`src/rtl/tsm_pkg.sv`:
```
`timescale 1ns / 1ps
// ============================================================================
// tsm_pkg
// Shared types and constants for the three-stack shared-memory block.
// ============================================================================
package tsm_pkg;

  localparam int MAX_DEPTH  = 16;
  localparam int NUM_STACKS = 3;

  localparam int VAL_W  = 32;
  localparam int CMD_W  = 2;
  localparam int SEL_W  = 2;
  localparam int STAT_W = 2;
  localparam int CAP_W  = 5;

  localparam int CNT_W  = $clog2(MAX_DEPTH + 1);
  localparam int IDX_W  = (MAX_DEPTH > 1) ? $clog2(MAX_DEPTH) : 1;
  localparam int MEM_DEPTH = NUM_STACKS * MAX_DEPTH;
  localparam int ADDR_W = (MEM_DEPTH > 1) ? $clog2(MEM_DEPTH) : 1;
  localparam int CMP_W  = (CAP_W > CNT_W) ? CAP_W : CNT_W;

  localparam logic [CAP_W-1:0] CAP_RESET = CAP_W'(16);

  // APB register map
  localparam int CFG_ADDR_W = 3;
  localparam int CFG_DATA_W = 32;
  localparam logic CFG_IDX_CAPACITY = 1'b0;

  // commands
  localparam logic [CMD_W-1:0] CMD_PUSH = 2'd0;
  localparam logic [CMD_W-1:0] CMD_POP  = 2'd1;
  localparam logic [CMD_W-1:0] CMD_TOP  = 2'd2;

  // status codes
  localparam logic [STAT_W-1:0] ST_DONE  = 2'd0;
  localparam logic [STAT_W-1:0] ST_FULL  = 2'd1;
  localparam logic [STAT_W-1:0] ST_EMPTY = 2'd2;

  typedef struct packed {
    logic [CMD_W-1:0]        command;
    logic [SEL_W-1:0]        stack_select;
    logic signed [VAL_W-1:0] push_value;
  } in_item_t;

  typedef struct packed {
    logic signed [VAL_W-1:0] top_value;
    logic [STAT_W-1:0]       status;
    logic                    stack_empty;
    logic                    stack_full;
  } out_item_t;

  // result fields known at issue; top value comes from RAM when use_ram is set
  typedef struct packed {
    logic                    use_ram;
    logic signed [VAL_W-1:0] top_imm;
    logic [STAT_W-1:0]       status;
    logic                    stack_empty;
    logic                    stack_full;
  } rsp_info_t;

endpackage

```
`src/rtl/tsm_ram.sv`:
```
`timescale 1ns / 1ps
// ============================================================================
// tsm_ram
// Generic single-port synchronous RAM with registered read data.
// ============================================================================
module tsm_ram #(
  parameter int WIDTH = 32,
  parameter int DEPTH = 16
) (
  input  logic                                       clk,
  input  logic                                       wr_en,
  input  logic                                       rd_en,
  input  logic [((DEPTH > 1) ? $clog2(DEPTH) : 1)-1:0] addr,
  input  logic [WIDTH-1:0]                           wdata,
  output logic [WIDTH-1:0]                           rdata
);

  logic [WIDTH-1:0] mem [DEPTH];
  logic [WIDTH-1:0] rdata_r;

  always_ff @(posedge clk) begin
    if (wr_en) begin
      mem[addr] <= wdata;
    end
    if (rd_en) begin
      rdata_r <= mem[addr];
    end
  end

  assign rdata = rdata_r;

endmodule

```
`src/rtl/tsm_stack_ctrl.sv`:
```
`timescale 1ns / 1ps
// ============================================================================
// tsm_stack_ctrl
// Fill counts per stack, command decode, and RAM access for one item.
// ============================================================================
module tsm_stack_ctrl (
  input  logic                          clk,
  input  logic                          rst_n,
  input  logic                          accept,
  input  tsm_pkg::in_item_t             item,
  input  logic [tsm_pkg::CAP_W-1:0]     cap_cfg,
  output logic                          ram_wr_en,
  output logic                          ram_rd_en,
  output logic [tsm_pkg::ADDR_W-1:0]    ram_addr,
  output logic [tsm_pkg::VAL_W-1:0]     ram_wdata,
  output tsm_pkg::rsp_info_t            info
);
  import tsm_pkg::*;

  logic [CNT_W-1:0] counts_r   [NUM_STACKS];
  logic [CNT_W-1:0] counts_nxt [NUM_STACKS];

  logic [CMP_W-1:0] cap_ext;
  logic [CNT_W-1:0] cap_eff;
  logic             sel_ok;
  logic [CNT_W-1:0] cnt;
  logic [CNT_W-1:0] cnt_new;
  logic [CNT_W-1:0] top_pos;
  logic             push_ok;
  logic [STAT_W-1:0] status;
  logic             new_empty;
  logic             new_full;

  // clamp the register to 1..MAX_DEPTH
  always_comb begin
    cap_ext = CMP_W'(cap_cfg);
    if (cap_ext == '0) begin
      cap_eff = CNT_W'(1);
    end else if (cap_ext > CMP_W'(MAX_DEPTH)) begin
      cap_eff = CNT_W'(MAX_DEPTH);
    end else begin
      cap_eff = CNT_W'(cap_ext);
    end
  end

  always_comb begin
    sel_ok = (item.stack_select < SEL_W'(NUM_STACKS));
    cnt = '0;
    for (int s = 0; s < NUM_STACKS; s++) begin
      if (item.stack_select == SEL_W'(s)) begin
        cnt = counts_r[s];
      end
    end

    cnt_new = cnt;
    status  = ST_DONE;
    push_ok = 1'b0;
    case (item.command)
      CMD_PUSH: begin
        if (cnt >= cap_eff) begin
          status = ST_FULL;
        end else begin
          push_ok = 1'b1;
          cnt_new = cnt + CNT_W'(1);
        end
      end
      CMD_POP: begin
        if (cnt == '0) begin
          status = ST_EMPTY;
        end else begin
          cnt_new = cnt - CNT_W'(1);
        end
      end
      CMD_TOP: begin
        if (cnt == '0) begin
          status = ST_EMPTY;
        end
      end
      default: begin
        status = ST_DONE;
      end
    endcase

    new_empty = (cnt_new == '0);
    new_full  = (cnt_new >= cap_eff);
    top_pos   = cnt_new - CNT_W'(1);
  end

  // push writes the new top; every other item on a valid stack whose new fill is non-zero reads the new top
  assign ram_addr  = ADDR_W'(item.stack_select) * ADDR_W'(MAX_DEPTH)
                     + ADDR_W'(top_pos[IDX_W-1:0]);
  assign ram_wdata = item.push_value;
  assign ram_wr_en = accept && sel_ok && push_ok;
  assign ram_rd_en = accept && sel_ok && !push_ok && !new_empty;

  always_comb begin
    info.use_ram     = sel_ok && !push_ok && !new_empty;
    info.top_imm     = (sel_ok && push_ok) ? item.push_value : '0;
    info.status      = sel_ok ? status : ST_DONE;
    info.stack_empty = sel_ok ? new_empty : 1'b1;
    info.stack_full  = sel_ok ? new_full : 1'b0;
  end

  always_comb begin
    for (int s = 0; s < NUM_STACKS; s++) begin
      counts_nxt[s] = counts_r[s];
      if (accept && sel_ok && (item.stack_select == SEL_W'(s))) begin
        counts_nxt[s] = cnt_new;
      end
    end
  end

  always_ff @(posedge clk) begin
    if (!rst_n) begin
      for (int s = 0; s < NUM_STACKS; s++) begin
        counts_r[s] <= '0;
      end
    end else begin
      for (int s = 0; s < NUM_STACKS; s++) begin
        counts_r[s] <= counts_nxt[s];
      end
    end
  end

endmodule

```
`src/rtl/three_stacks_in_one_memory.sv`:
```
`timescale 1ns / 1ps
// ============================================================================
// three_stacks_in_one_memory
// Three stacks in fixed regions of one shared entry RAM, APB capacity register.
// ============================================================================
// Pipeline: an input transfer registers the RAM read and the stage-1 info,
//   then the output register holds the result.
// Throughput: one item per cycle while the result side does not stall; counts update at the transfer edge, so
//   the next item sees them at once and the RAM port is used once per item.
// Reset: synchronous, active low; clears fill counts and valid flags and
//   sets the capacity to 16. The entry RAM is not cleared.
module three_stacks_in_one_memory (
  input  logic                            clk,
  input  logic                            rst_n,
  input  logic                            in_valid,
  output logic                            in_ready,
  input  tsm_pkg::in_item_t               in_data,
  output logic                            out_valid,
  input  logic                            out_ready,
  output tsm_pkg::out_item_t              out_data,
  input  logic                            cfg_psel,
  input  logic                            cfg_penable,
  input  logic                            cfg_pwrite,
  input  logic [tsm_pkg::CFG_ADDR_W-1:0]  cfg_paddr,
  input  logic [tsm_pkg::CFG_DATA_W-1:0]  cfg_pwdata,
  output logic [tsm_pkg::CFG_DATA_W-1:0]  cfg_prdata,
  output logic                            cfg_pready
);
  import tsm_pkg::*;

  logic [CAP_W-1:0] cap_r;
  logic [CAP_W-1:0] cap_nxt;
  logic             cfg_wr;
  logic             cfg_hit;

  logic             accept;
  logic             ram_wr_en;
  logic             ram_rd_en;
  logic [ADDR_W-1:0] ram_addr;
  logic [VAL_W-1:0] ram_wdata;
  logic [VAL_W-1:0] ram_rdata;
  rsp_info_t        info;

  logic             s1_valid_r;
  logic             s1_valid_nxt;
  rsp_info_t        s1_info_r;
  logic             s1_move;
  logic             out_valid_r;
  logic             out_valid_nxt;
  out_item_t        out_data_r;
  out_item_t        s1_result;

  // configuration port
  assign cfg_pready = 1'b1;
  assign cfg_hit    = (cfg_paddr[2] == CFG_IDX_CAPACITY);
  assign cfg_wr     = cfg_psel && cfg_penable && cfg_pwrite && cfg_hit;
  assign cap_nxt    = cfg_wr ? cfg_pwdata[CAP_W-1:0] : cap_r;
  assign cfg_prdata = cfg_hit ? CFG_DATA_W'(cap_r) : '0;

  always_ff @(posedge clk) begin
    if (!rst_n) begin
      cap_r <= CAP_RESET;
    end else begin
      cap_r <= cap_nxt;
    end
  end

  // RAM data is held until the next read, which only comes with a transfer
  assign s1_move  = s1_valid_r && (!out_valid_r || out_ready);
  assign in_ready = !s1_valid_r || s1_move;
  assign accept   = in_valid && in_ready;

  tsm_stack_ctrl u_ctrl (
    .clk       (clk),
    .rst_n     (rst_n),
    .accept    (accept),
    .item      (in_data),
    .cap_cfg   (cap_r),
    .ram_wr_en (ram_wr_en),
    .ram_rd_en (ram_rd_en),
    .ram_addr  (ram_addr),
    .ram_wdata (ram_wdata),
    .info      (info)
  );

  tsm_ram #(
    .WIDTH (VAL_W),
    .DEPTH (MEM_DEPTH)
  ) u_entry_ram (
    .clk   (clk),
    .wr_en (ram_wr_en),
    .rd_en (ram_rd_en),
    .addr  (ram_addr),
    .wdata (ram_wdata),
    .rdata (ram_rdata)
  );

  always_comb begin
    s1_result.top_value   = s1_info_r.use_ram ? ram_rdata : s1_info_r.top_imm;
    s1_result.status      = s1_info_r.status;
    s1_result.stack_empty = s1_info_r.stack_empty;
    s1_result.stack_full  = s1_info_r.stack_full;
  end

  assign s1_valid_nxt  = accept || (s1_valid_r && !s1_move);
  assign out_valid_nxt = s1_move || (out_valid_r && !out_ready);

  always_ff @(posedge clk) begin
    if (!rst_n) begin
      s1_valid_r  <= 1'b0;
      out_valid_r <= 1'b0;
    end else begin
      s1_valid_r  <= s1_valid_nxt;
      out_valid_r <= out_valid_nxt;
    end
  end

  always_ff @(posedge clk) begin
    if (accept) begin
      s1_info_r <= info;
    end
    if (s1_move) begin
      out_data_r <= s1_result;
    end
  end

  assign out_valid = out_valid_r;
  assign out_data  = out_data_r;

endmodule

```
`config.mk`:
```
export PLATFORM = sky130hd
export DESIGN_NAME = three_stacks_in_one_memory
export DESIGN_NICKNAME = d
export VERILOG_FILES = /design/src/rtl/tsm_pkg.sv /design/src/rtl/tsm_ram.sv /design/src/rtl/tsm_stack_ctrl.sv /design/src/rtl/three_stacks_in_one_memory.sv
export SDC_FILE = /design/constraint.sdc
export NUM_CORES = 2
export LEC_CHECK = 0
export ABC_CLOCK_PERIOD_IN_PS = 8600
export BUFFER_PORTS_ARGS = -buffer_cell sky130_fd_sc_hd__buf_2
export CORE_ASPECT_RATIO = 0.9
export CORE_MARGIN = 3
export CORE_UTILIZATION = 40
export CTS_CLUSTER_DIAMETER = 80
export CTS_CLUSTER_SIZE = 14
export DETAILED_ROUTE_END_ITERATION = 8
export PLACE_DENSITY = 0.6
export RECOVER_POWER = 100
export SLEW_MARGIN = 20
export SYNTH_ARGS = -nofsm -noshare
export SYNTH_HDL_FRONTEND = slang
export SYNTH_SLANG_ARGS = --single-unit
```
`constraint.sdc`:
```
create_clock -name clk -period 8.6 [get_ports clk]
set_input_delay 1.29 -clock clk [delete_from_list [all_inputs] [get_ports clk]]
set_output_delay 1.29 -clock clk [all_outputs]
set_load 0.02 [all_outputs]
```
==> metrics.txt <==
die footprint=175800 sq um; number of post-CTS setup repair buffers=0; residual DRC count=0; clock transition time at the flip-flop clock pins of the worst setup and hold paths=0.07 ns; Top FF cell, synth=edfxtp_1; number of enable-type register cells in the synthesized netlist=1641; netlist area before placement=68330 sq um; Fmax=130.6 MHz; area share of the largest cell type after synthesis=72.12%; antenna-violating nets left=0; number of cells upsized or downsized after cts=0; global-route wire length before repair=297300 microns; cell at the root of the clock tree=clkbuf_16; number of antenna violations at the first check in global routing=3; Vias/cell=6.270; shortest period the worst path allows=7.656 ns; endpoint class of the critical path=flip-flop; Power per Cell Area=231.5 nW/um^2; placed cell count=6915; highest fanout seen on the critical path=64; wire per inst=28.82 microns; synth-to-layout area growth=9.503%; violations in the final reports=capacitance limit, slew limit; critical setup path kind=in2reg; # hold bufs at CTS=0; final period utilization=89.02%; slew at the pin with the worst max-slew slack=2.780 ns; static leakage=0.02443 uW; clock tree from TritonCTS=done; proportion of synthesized flip-flops having asynchronous set or reset=0%; Initial Util=40.37%; sort of element at the start of the critical path=input pin; source-to-sink clock delay at the later pin of the worst-skew pair=0.77 ns; largest net degree at the start of global routing=168; count of routing violations after the opening detailed-route iteration=6106; vias in the first global route=42.44k; Routed Wire Length=203900 microns; critical path data arrival time=8.02 ns; distinct cell type count after synthesis=64; non-filler instance count after layout=7075; Register Area=49720 sq um; # H-tree levels=4; count of final hold-check violations=0; Synth area leader=edfxtp_1; most area-consuming cells after synthesis=edfxtp_1 (72%), a22oi_1 (5.5%), nand3_1 (3.8%), o21ai_0 (3.8%), mux2i_1 (2.1%); std cell rows=143; skew final=0.01790 ns; count of TritonRoute iterations in the first routing pass=6; most used standard cells in the synthesized netlist=edfxtp_1 (1641), nand3_1 (522), o21ai_0 (519), a22oi_1 (504), clkbuf_1 (361); data required time of the critical path=8.96 ns; aggregate global-route resource usage=22.56%; Yosys warning total=0; status=finished with violations; number of buffers inserted during clock tree synthesis=136; die height=398.1 microns; area occupied by multi-input gates=16820 sq um; worst hold path type=reg2reg; sum of net half-perimeters after detailed placement=104400 microns; GP Congestion=0.7968; RSZ-0062 raised after global routing=false; setup TNS after final layout=0 ns; number of standard cells after synthesis=4878; number of top-level design ports=149; global route overflow=0; maximum clock path buffer count=3; total power of the final layout=17320 uW; die width=441.7 microns; mean cell area of the mapped netlist=14.01 sq um; total number of vias=44.36k; number of port buffers=91; core occupancy in the finished layout=44.21%; Setup-failing EPs final=0; count of clock tree sinks=1663; flip-flop and latch count after synthesis=1663; headroom to the max-slew limit=-85.35%; # Max-Cap Violations=42; Peak VDD IR=0.2401 mV; Final #Nets=4903; Layout fillers=15.01k; fraction of final layout cells with drive strength greater than 1=7.439%; placeable core region=169300 sq um; cell with the most instances after synthesis=edfxtp_1; final-report max-slew violation count=1839; sequential-to-total area share from yosys stat=72.76%
==> cells in the final DEF, fill, tap and decap left out, types with 18 or more instances in the layout <==
| master | synthesis | final |
|---|---|---|
| edfxtp_1 | 1641 | 1641 |
| o21ai_0 | 519 | 516 |
| nand3_1 | 522 | 516 |
| a22oi_1 | 504 | 504 |
| nand2_1 | 287 | 286 |
| clkbuf_16 | 0 | 143 |
| mux2i_1 | 141 | 141 |
| a21oi_1 | 137 | 137 |
| o22ai_1 | 128 | 127 |
| nor4_1 | 126 | 126 |
| clkbuf_1 | 361 | 108 |
| buf_4 | 30 | 93 |
| or4_1 | 62 | 62 |
| nor3_1 | 52 | 46 |
| a311o_1 | 31 | 31 |
| clkbuf_2 | 2 | 29 |
| conb_1 | 2 | 28 |
| buf_12 | 0 | 24 |
| dfxtp_1 | 22 | 22 |
| mux2_1 | 0 | 21 |
| and2_0 | 0 | 18 |
| ha_1 | 18 | 18 |
==> flip-flops by register name, summed over array words and instances (netlist names) <==
name               cells
cap_r                  5
out_valid              1
u_entry_ram.mem     1536
s1_info_r             37
u_entry_ram.rdata     32
u_ctrl.counts_r       15
out_data              36
s1_valid_r             1
==> critical path, stage by stage <==
cell	delay, ns
clkbuf_1	0.66
mux2i_1	0.21
o2bb2ai_2	0.53
inv_1	0.17
ha_1	0.32
nor2b_1	0.04
o21ai_0	0.34
a211o_1	0.42
o211ai_1	0.29
nand2_4	0.18
clkinv_8	0.20
ha_1	0.41
nor2b_1	0.37
nand3_4	0.12
and2_4	0.50
clkbuf_1	0.43
nor3_1	0.34
clkbuf_1	1.10
==> cells by family (layout without fill, tap and decap cells) <==
logic type | after synthesis | in the layout | synth area share, %
AO/OA/AOI/OAI | 1380 | 1380 | 12.89
XOR/XNOR | 1 | 1 | 0.01282
adder cells (fa/ha/maj) | 18 | 18 | 0.3296
buffers and inverters | 509 | 431 | 3.032
flip-flops | 1663 | 1663 | 72.76
multiplexers | 175 | 175 | 2.626
other | 2 | 30 | 0.01099
AND/OR/NAND/NOR | 1130 | 1130 | 8.333
==> routing by layer <==
layer  routed length (microns)  GRT usage (%)
met1                     85750          32.64
met2                     92980          34.48
met3                     17820          3.294
met4                      7347          8.726
met5                        21              0
==> path summary, 6_finish.rpt <==
check / start / endpoint / slack [ns] / depth (start not counted)
max reg2reg: u_ctrl.counts_r[0][5] / u_entry_ram.mem[1][11] / 1.91 / 17
max: in_data[32] / u_entry_ram.mem[1][11] / 0.94 / 18
min reg2reg: s1_info_r[1] / out_data[1] / 0.42 / 0
min: s1_info_r[1] / out_data[1] / 0.42 / 0
==> final cells by class <==
class                           instances  area share, %
Sequential cell                      1663          66.45
Multi-Input combinational cell       2732          22.48
Clock buffer                          155          4.843
Tap cell                             2247          3.757
Timing Repair Buffer                  256          2.344
Inverter                               18         0.1070
Clock inverter                          2        0.01839
Antenna cell                            2       0.006689
==> power breakdown <==
| group | switching, uW | internal (uW) |
|---|---|---|
| registers | 28.5 | 9010 |
| logic | 1840 | 790 |
| clock network | 2700 | 2940 |
==> metrics by stage <==
step	hold WS [ns]	instance area, sq um	setup slack [ns]
floorplan	0.4003	68430	0.4524
detailed placement	0.4057	71670	0.8346
global route	0.4372	74820	0.6958
finish	0.4183	74820	0.9440
global placement	0.4079	71650	0.9065
CTS	0.4204	75310	1.638
Note: power is estimated with default switching activity, not from simulation.
